**src/sv/hsv_pkg.sv**
```systemverilog
// Shared types and widths for the HDR RGB to HSV converter.
// Used by hsv_div_step and hdr_rgb_to_hsv_unit; depends on nothing.
package hsv_pkg;

    // Input component width (signed) and clamped component width
    localparam int unsigned IN_W   = 18;
    localparam int unsigned COMP_W = 17;

    // Hue numerator and divisor hold up to six times the range
    localparam int unsigned HUE_W  = 20;

    // Output quotient widths
    localparam int unsigned HUEQ_W = 16;
    localparam int unsigned SATQ_W = 17;

    // Number of one-bit division steps
    localparam int unsigned DIV_STEPS = 16;

    // Hue sector, chosen by which component is the minimum
    typedef enum logic [1:0] {
        SECT_RED_MIN,
        SECT_GREEN_MIN,
        SECT_BLUE_MIN
    } sector_t;

    // Work carried by one item through the division stages
    typedef struct packed {
        logic [HUE_W-1:0]  hue_rem;
        logic [HUE_W-1:0]  hue_div;
        logic [HUEQ_W-1:0] hue_q;
        logic [COMP_W-1:0] sat_rem;
        logic [COMP_W-1:0] sat_div;
        logic [SATQ_W-1:0] sat_q;
        logic [COMP_W-1:0] value;
    } div_state_t;

endpackage

```
**src/sv/hsv_div_step.sv**
```systemverilog
// One registered restoring-division step for both hue and saturation lanes.
// Depends on hsv_pkg for div_state_t and widths.
module hsv_div_step
(
    input  logic               clk,
    input  logic               rst_n,
    input  logic               en,
    input  logic               valid_in,
    input  hsv_pkg::div_state_t state_in,
    output logic               valid_out,
    output hsv_pkg::div_state_t state_out
);
    import hsv_pkg::*;

    logic [HUE_W:0]    hue_sh;
    logic              hue_ge;
    logic [HUE_W:0]    hue_diff;
    logic [COMP_W:0]   sat_sh;
    logic              sat_ge;
    logic [COMP_W:0]   sat_diff;
    div_state_t        state_next;
    div_state_t        state_reg;
    logic              valid_reg;

    // Shift the partial remainder, subtract the divisor when it fits
    always_comb
    begin
        hue_sh   = {state_in.hue_rem, 1'b0};
        hue_ge   = hue_sh >= {1'b0, state_in.hue_div};
        hue_diff = hue_sh - {1'b0, state_in.hue_div};
        sat_sh   = {state_in.sat_rem, 1'b0};
        sat_ge   = sat_sh >= {1'b0, state_in.sat_div};
        sat_diff = sat_sh - {1'b0, state_in.sat_div};

        state_next         = state_in;
        state_next.hue_rem = hue_ge ? hue_diff[HUE_W-1:0] : hue_sh[HUE_W-1:0];
        state_next.hue_q   = {state_in.hue_q[HUEQ_W-2:0], hue_ge};
        state_next.sat_rem = sat_ge ? sat_diff[COMP_W-1:0] : sat_sh[COMP_W-1:0];
        state_next.sat_q   = {state_in.sat_q[SATQ_W-2:0], sat_ge};
    end

    // Advance the valid bit with reset
    always_ff @(posedge clk or negedge rst_n)
    begin
        if (!rst_n)
        begin
            valid_reg <= 1'b0;
        end
        else if (en)
        begin
            valid_reg <= valid_in;
        end
    end

    // Advance the payload; hold on stall
    always_ff @(posedge clk)
    begin
        if (en)
        begin
            state_reg <= state_next;
        end
    end

    assign valid_out = valid_reg;
    assign state_out = state_reg;

endmodule

```
**src/sv/hdr_rgb_to_hsv_unit.sv**
```systemverilog
// Top level of the HDR RGB to HSV converter: clamp, min/max, hue setup, division.
// Depends on hsv_pkg and hsv_div_step.
//
//  channel | handshake           | payload
//  --------+---------------------+--------------------------------
//  input   | in_valid, in_stall  | red_in, green_in, blue_in
//  output  | out_valid, out_stall| hue_out, sat_out, value_out
//
// One item enters per clock unless the pipeline is stalled; four setup stages and
// sixteen one-bit division stages, each stage shared by the hue and
// saturation quotients. Reset clears all valid bits. A stall at the output
// while a result is shown freezes the whole pipeline and raises in_stall in
// the same cycle; nothing is lost or repeated.
module hdr_rgb_to_hsv_unit
(
    input  logic                        clk,
    input  logic                        rst_n,
    input  logic                        in_valid,
    output logic                        in_stall,
    input  logic [hsv_pkg::IN_W-1:0]    red_in,
    input  logic [hsv_pkg::IN_W-1:0]    green_in,
    input  logic [hsv_pkg::IN_W-1:0]    blue_in,
    output logic                        out_valid,
    input  logic                        out_stall,
    output logic [hsv_pkg::HUEQ_W-1:0]  hue_out,
    output logic [hsv_pkg::SATQ_W-1:0]  sat_out,
    output logic [hsv_pkg::COMP_W-1:0]  value_out
);
    import hsv_pkg::*;

    logic en;

    // Stage 1: clamped components, max and min
    logic [COMP_W-1:0] r_c, g_c, b_c;
    logic [COMP_W-1:0] mx_rg, mx_next, mn_rg, mn_next;
    logic [COMP_W-1:0] r1_reg, g1_reg, b1_reg, mx1_reg, mn1_reg;
    logic              v1_reg;

    // Stage 2: range, signed difference, sector
    logic [COMP_W-1:0] range2_next;
    logic signed [COMP_W:0] f2_next;
    sector_t           sect2_next;
    logic [COMP_W-1:0] range2_reg, mx2_reg;
    logic signed [COMP_W:0] f2_reg;
    sector_t           sect2_reg;
    logic              v2_reg;

    // Stage 3: hue numerator and divisor
    logic [HUE_W-1:0]  base3;
    logic signed [HUE_W:0] num3_wide;
    logic [HUE_W-1:0]  num3_next, d3_next;
    logic [HUE_W-1:0]  num3_reg, d3_reg;
    logic [COMP_W-1:0] range3_reg, mx3_reg;
    logic              v3_reg;

    // Stage 4: wrap, grey case, first saturation bit
    logic              grey4;
    logic              sat_top4;
    logic [HUE_W-1:0]  num4_wrap;
    div_state_t        s4_next;
    div_state_t        s4_reg;
    logic              v4_reg;

    // Division chain
    div_state_t        chain_state [0:DIV_STEPS];
    logic              chain_valid [0:DIV_STEPS];

    // Freeze everything while a shown result is held off
    assign en       = !(out_valid && out_stall);
    assign in_stall = !en;

    // Clamp negatives, find max and min
    always_comb
    begin
        r_c     = red_in[IN_W-1]   ? '0 : red_in[COMP_W-1:0];
        g_c     = green_in[IN_W-1] ? '0 : green_in[COMP_W-1:0];
        b_c     = blue_in[IN_W-1]  ? '0 : blue_in[COMP_W-1:0];
        mx_rg   = (g_c > r_c) ? g_c : r_c;
        mx_next = (b_c > mx_rg) ? b_c : mx_rg;
        mn_rg   = (g_c < r_c) ? g_c : r_c;
        mn_next = (b_c < mn_rg) ? b_c : mn_rg;
    end

    // Pick the sector and the difference term
    always_comb
    begin
        range2_next = mx1_reg - mn1_reg;
        if (r1_reg == mn1_reg)
        begin
            sect2_next = SECT_RED_MIN;
            f2_next    = $signed({1'b0, g1_reg}) - $signed({1'b0, b1_reg});
        end
        else if (g1_reg == mn1_reg)
        begin
            sect2_next = SECT_GREEN_MIN;
            f2_next    = $signed({1'b0, b1_reg}) - $signed({1'b0, r1_reg});
        end
        else
        begin
            sect2_next = SECT_BLUE_MIN;
            f2_next    = $signed({1'b0, r1_reg}) - $signed({1'b0, g1_reg});
        end
    end

    // Form base times range minus difference, and six times range
    always_comb
    begin
        unique case (sect2_reg)
            SECT_RED_MIN:
            begin
                base3 = {2'b00, range2_reg, 1'b0} + {3'b000, range2_reg};
            end
            SECT_GREEN_MIN:
            begin
                base3 = {1'b0, range2_reg, 2'b00} + {3'b000, range2_reg};
            end
            default:
            begin
                base3 = {3'b000, range2_reg};
            end
        endcase
        num3_wide = $signed({1'b0, base3}) - (HUE_W+1)'(f2_reg);
        num3_next = num3_wide[HUE_W-1:0];
        d3_next   = {1'b0, range2_reg, 2'b00} + {2'b00, range2_reg, 1'b0};
    end

    // Wrap a full turn to zero; feed the divider a harmless divisor on grey
    always_comb
    begin
        grey4     = (range3_reg == '0);
        num4_wrap = (num3_reg == d3_reg) ? '0 : num3_reg;
        sat_top4  = !grey4 && (range3_reg == mx3_reg);

        s4_next.hue_rem = grey4 ? '0 : num4_wrap;
        s4_next.hue_div = grey4 ? HUE_W'(1) : d3_reg;
        s4_next.hue_q   = '0;
        s4_next.sat_rem = (grey4 || sat_top4) ? '0 : range3_reg;
        s4_next.sat_div = grey4 ? COMP_W'(1) : mx3_reg;
        s4_next.sat_q   = {{(SATQ_W-1){1'b0}}, sat_top4};
        s4_next.value   = mx3_reg;
    end

    // Advance valid bits of the setup stages
    always_ff @(posedge clk or negedge rst_n)
    begin
        if (!rst_n)
        begin
            v1_reg <= 1'b0;
            v2_reg <= 1'b0;
            v3_reg <= 1'b0;
            v4_reg <= 1'b0;
        end
        else if (en)
        begin
            v1_reg <= in_valid;
            v2_reg <= v1_reg;
            v3_reg <= v2_reg;
            v4_reg <= v3_reg;
        end
    end

    // Advance setup payloads; hold on stall
    always_ff @(posedge clk)
    begin
        if (en)
        begin
            r1_reg     <= r_c;
            g1_reg     <= g_c;
            b1_reg     <= b_c;
            mx1_reg    <= mx_next;
            mn1_reg    <= mn_next;
            range2_reg <= range2_next;
            f2_reg     <= f2_next;
            sect2_reg  <= sect2_next;
            mx2_reg    <= mx1_reg;
            num3_reg   <= num3_next;
            d3_reg     <= d3_next;
            range3_reg <= range2_reg;
            mx3_reg    <= mx2_reg;
            s4_reg     <= s4_next;
        end
    end

    assign chain_state[0] = s4_reg;
    assign chain_valid[0] = v4_reg;

    // One quotient bit per stage for both lanes
    for (genvar i = 0; i < DIV_STEPS; i++)
    begin : g_div
        hsv_div_step u_step
        (
            .clk       (clk),
            .rst_n     (rst_n),
            .en        (en),
            .valid_in  (chain_valid[i]),
            .state_in  (chain_state[i]),
            .valid_out (chain_valid[i+1]),
            .state_out (chain_state[i+1])
        );
    end

    assign out_valid = chain_valid[DIV_STEPS];
    assign hue_out   = chain_state[DIV_STEPS].hue_q;
    assign sat_out   = chain_state[DIV_STEPS].sat_q;
    assign value_out = chain_state[DIV_STEPS].value;

endmodule
```
**config.mk**
```make
export PLATFORM = sky130hd
export DESIGN_NAME = hdr_rgb_to_hsv_unit
export DESIGN_NICKNAME = d
export VERILOG_FILES = /design/src/sv/hsv_pkg.sv /design/src/sv/hsv_div_step.sv /design/src/sv/hdr_rgb_to_hsv_unit.sv
export SDC_FILE = /design/constraint.sdc
export NUM_CORES = 2
export LEC_CHECK = 0
export ABC_AREA = 1
export BUFFER_PORTS_ARGS = -buffer_cell sky130_fd_sc_hd__clkbuf_2
export CORE_ASPECT_RATIO = 0.5
export CORE_MARGIN = 10
export CORE_UTILIZATION = 30
export CTS_CLUSTER_SIZE = 30
export DETAILED_ROUTE_END_ITERATION = 16
export SLEW_MARGIN = 20
export SYNTH_ARGS = -nofsm -noshare
export SYNTH_HDL_FRONTEND = slang
export SYNTH_HIERARCHICAL = 1
export SYNTH_SLANG_ARGS = --single-unit
```
**constraint.sdc**
```tcl
create_clock -name clk -period 254.7 [get_ports clk]
set_input_delay 50.94 -clock clk [delete_from_list [all_inputs] [get_ports clk]]
set_output_delay 50.94 -clock clk [all_outputs]
set_load 0.01 [all_outputs]
```
== Word-level counts from Yosys, hierarchy flattened ==
Cells that the tools add are included.
W data, S select, Z words.

* Multiplexer cells: 41
* Order comparisons: 36
* Equality and inequality tests: 5
* Reductions and logical operators: 7
* Add/sub/neg operators: 38

{| class="wikitable"
|+ Operator list
! kind !! count
|-
| $mux W17 || 22
|-
| $ge A21 B20 Y1 || 16
|-
| $mux W20 || 15
|-
| $sub A20 B20 Y20 || 15
|-
| $ge A18 B17 Y1 || 16
|-
| $sub A17 B17 Y17 || 16
|-
| $sub A17 B17 Y18 || 3
|-
| $eq A17 B17 Y1 || 3
|-
| $pmux W20 S2 || 1
|-
| $mux W18 || 2
|-
| $gt A17 B17 Y1 || 2
|-
| $lt A17 B17 Y1 || 2
|-
| $add A19 B17 Y20 || 1
|-
| $add A19 B18 Y20 || 1
|-
| $eq A20 B20 Y1 || 1
|-
| $sub A20 B18 Y20 || 1
|-
| $add A18 B17 Y19 || 1
|-
| $logic_not A17 Y1 || 1
|-
| $eq A2 B1 Y1 const B || 1
|-
| $logic_and A1 B1 Y1 || 2
|-
| $logic_not A2 Y1 || 1
|-
| $mux W2 || 1
|-
| $reduce_or A2 Y1 || 1
|-
| $logic_not A1 Y1 || 1
|-
| $logic_or A1 B1 Y1 || 1
|}

* Input bits: 58
* Register bits after elaboration: 1995

== Depth between registers and ports, before layout ==
* Depth in word-level cells: 5
* Gate-level depth with buffers: 29

== Cells and area by module ==
Netlist, hierarchy kept.

{| class="wikitable"
|+ By module, submodules not included
! module !! sequential area each (um2) !! instances !! area each (um2) !! cells each
|-
| hsv_div_step || 3748.6 || 16 || 6732.7 || 721
|-
| hdr_rgb_to_hsv_unit || 9198.8 || 1 || 19281.0 || 2132
|}

== Least setup slack after synthesis ==
No wires, ideal clock.

* Kind: in2out
* From: in out_stall
* To: out in_stall
* Stages on the path: 2
* Data required time: 203.760 ns
* Path buffers: 0
* Data arrival time: 106.973 ns
* Path slack: 96.787 ns
* Path through: nand2_1 -> inv_1

* Word-level cells in the longest chain between the ends: 1

{| class="wikitable"
|+ RTL lines
! element !! RTL line !! RTL
|-
| from (decl) || hdr_rgb_to_hsv_unit.sv:24 || <nowiki>input logic out_stall,</nowiki>
|-
| $logic_and A1 B1 Y1 || hdr_rgb_to_hsv_unit.sv:69 || <nowiki>assign en = !(out_valid && out_stall);</nowiki>
|-
| to (decl) || hdr_rgb_to_hsv_unit.sv:19 || <nowiki>output logic in_stall,</nowiki>
|}

Every way passes these cells.

== Worst setup path after layout ==
Ends and elaborated chain as after synthesis.

==> flow_metrics.py <==
metrics = {
    "run_status": {
        "status": "finished clean",
    },
    "setup_path": {
        "critPathKind": "input pin to primary output",
        "critPathLaunch": "out_stall",
        "cp.required_ps": 203760,
        "cp-start-kind": "input pin",
        "arrival_ps": 52070,
        "crit_chain": "clkbuf_2 -> nand2_4 -> inv_1 -> clkbuf_2",
        "crit_buf_inv": 3,
        "cpPeakStageDelay_ps": 610,
        "crit_family": "simple AND/OR/NAND/NOR gates",
        "cp-end-kind": "primary output",
        "ff2ff_setup_slack_ps": 249060,
        "crit_slowest_cell": "nand2_4",
        "cp_common_cell": "clkbuf_2",
        "path_max_fanout": 65,
        "timing.rr.start": "g_div[15].u_step/valid_out$_DFFE_PN0P_",
    },
    "worst_hold_path": {
        "worstHoldPathType": "flip-flop to flip-flop",
        "worstHoldStart": "g_div[14].u_step/state_out[82]$_DFFE_PP_",
    },
    "place": {
        "io_buffer_count": 109,
        "dpl.hpwl_um": 211000,
        "placed_area_mm2": 0.122,
        "place_congestion": 0.925,
    },
    "floorplan": {
        "dieArea_mm2": 0.413,
        "core_mm2": 0.385,
        "rows": 161,
        "die_height_um": 460,
        "die_w_um": 899,
        "initial_core_util_pct": 30.1,
        "ios": 110,
    },
    "sta": {
        "holdWs_ps": 390,
        "finClkSkew_ps": 64.1,
        "maxSlewHeadroom_pct": 25.3,
        "max_slew.worst_pin.slew_ps": 1120,
        "rsz0062_at_grt": "false",
        "fin_crit_sh_pct": 40.4,
        "clock.fmax_mhz": 9.71,
        "report.final.slew_viol_count": 0,
        "fin_crit_ps": 103010,
        "hold_violations": 0,
        "finalSetupViolations": 0,
        "setup_tns_ps": 0,
    },
    "drt": {
        "vias": 83500,
        "post_drt_wl_per_cell_um": 14.8,
        "drtIter0Drc": 4823,
        "ant_nets": 0,
        "vias_per_cell": 4.52,
        "finalWirelength_um": 274000,
        "drc": 0,
        "dr.pass1.iters": 6,
    },
    "clock_network": {
        "cts_max_path_buffers": 4,
        "path_clk_slew_ps": 70,
        "clock_tree.root_cell": "clkbuf_16",
        "hold_buffers": 0,
        "numCtsBuffers": 203,
        "htreeDepth": 4,
        "cts_tree": "done",
        "clk-insertion-delay-late_ps": 920,
        "cts_resized": 0,
        "cts_sinks": 1993,
        "cts_setup_buffers": 0,
    },
    "grt": {
        "grt_pass1_wl_um": 436000,
        "grt-ovfl-total": 0,
        "grt_pass1_vias": 83300,
        "top_usage_layer": "met2",
        "gr-usage-met3_pct": 1.68,
        "grt_use_met1_pct": 15.6,
        "gr-usage-all-layers_pct": 12.9,
        "globalRouteMet2Util_pct": 22.8,
        "antenna_found_initial": 1,
        "grt_start_max_net_pins": 206,
    },
    "yosys": {
        "synth.cell_area_mm2": 0.116,
        "syn_avg_cell_area_um2": 8.93,
        "synthesis.nets": 13800,
        "syn_inst": 13000,
        "yosys_warnings": 6,
    },
    "final_layout": {
        "fin_area_mm2": 0.129,
        "n_fill_cell": 39500,
        "largest_reg_flops": 1670,
        "multiInputGateArea_mm2": 0.0470,
        "area_delta_synth_final_pct": 11.0,
        "final_nets": 14000,
        "seqCellArea_mm2": 0.0597,
        "drive_above_1_share_pct": 6.24,
    },
    "flow_run": {
        "maxCapViolCount": 0,
    },
}
metal layers:
| layer | part of all wire [%] | up-vias |
|---|---|---|
| li1 | - | 42700 |
| met1 | 44 | 38700 |
| met2 | 48 | 1543 |
| met3 | 3.6 | 615 |
| met4 | 4.8 | 0 |
| met5 | 0 | - |
metrics by stage:
stage	cells	worst slack [ps]	utilization, %
6_report	18500	151690	33.4
2_1_floorplan	13000	104390	-
3_3_place_gp	18100	151630	31.7
3_5_place_dp	18100	151620	31.7
4_1_cts	18500	151630	33.4
5_1_grt	18500	151530	33.4
placed cells by master (no fill, tap or decap), types with 17 or more instances in the layout:
cell type	count
a21oi_1	511
and2_1	17
buf_4	23
bufinv_16	23
clkbuf_1	26
clkbuf_16	206
clkbuf_2	109
clkinv_1	38
clkinv_2	34
dfrtp_1	20
edfxtp_1	1973
fa_1	38
ha_1	758
inv_1	2120
inv_2	36
nand2_1	4244
nand2_2	115
nand2_4	51
nand3_1	945
nand3_2	17
nand3b_1	83
nand4_1	54
nor2_1	809
nor2_2	49
nor3_1	78
nor3_2	32
o21a_1	17
o21ai_0	217
o21ai_1	48
o21bai_1	50
o22ai_1	17
xnor2_1	88
xor2_1	266
area by class of cell:
cell class | count | share of cell area [%]
antenna | 1 | 0.00195
clock buffer | 232 | 4.08
clock inverter | 122 | 0.978
inverter | 2173 | 6.37
multi-input combinational | 8676 | 36.5
sequential | 1993 | 46.4
tap | 5134 | 4.99
timing repair buffer | 135 | 0.605
path summary, 6_finish.rpt:
| kind | depth (start not counted) | endpoint |
|---|---|---|
| setup / recovery | 4 | in_stall |
| hold / removal | 0 | g_div[15].u_step/state_out[83]$_DFFE_PP_ |
| setup reg to reg | 6 | b1_reg[15]$_DFFE_PN_ |
| hold reg to reg | 0 | g_div[15].u_step/state_out[83]$_DFFE_PP_ |
| max in group asynchronous | 1 | g_div[2].u_step/valid_out$_DFFE_PN0P_ |
| min in group asynchronous | 1 | g_div[13].u_step/valid_out$_DFFE_PN0P_ |
Power is not shown: default switching activity piles up to over one toggle a cycle in this logic, so the estimate is an artifact.
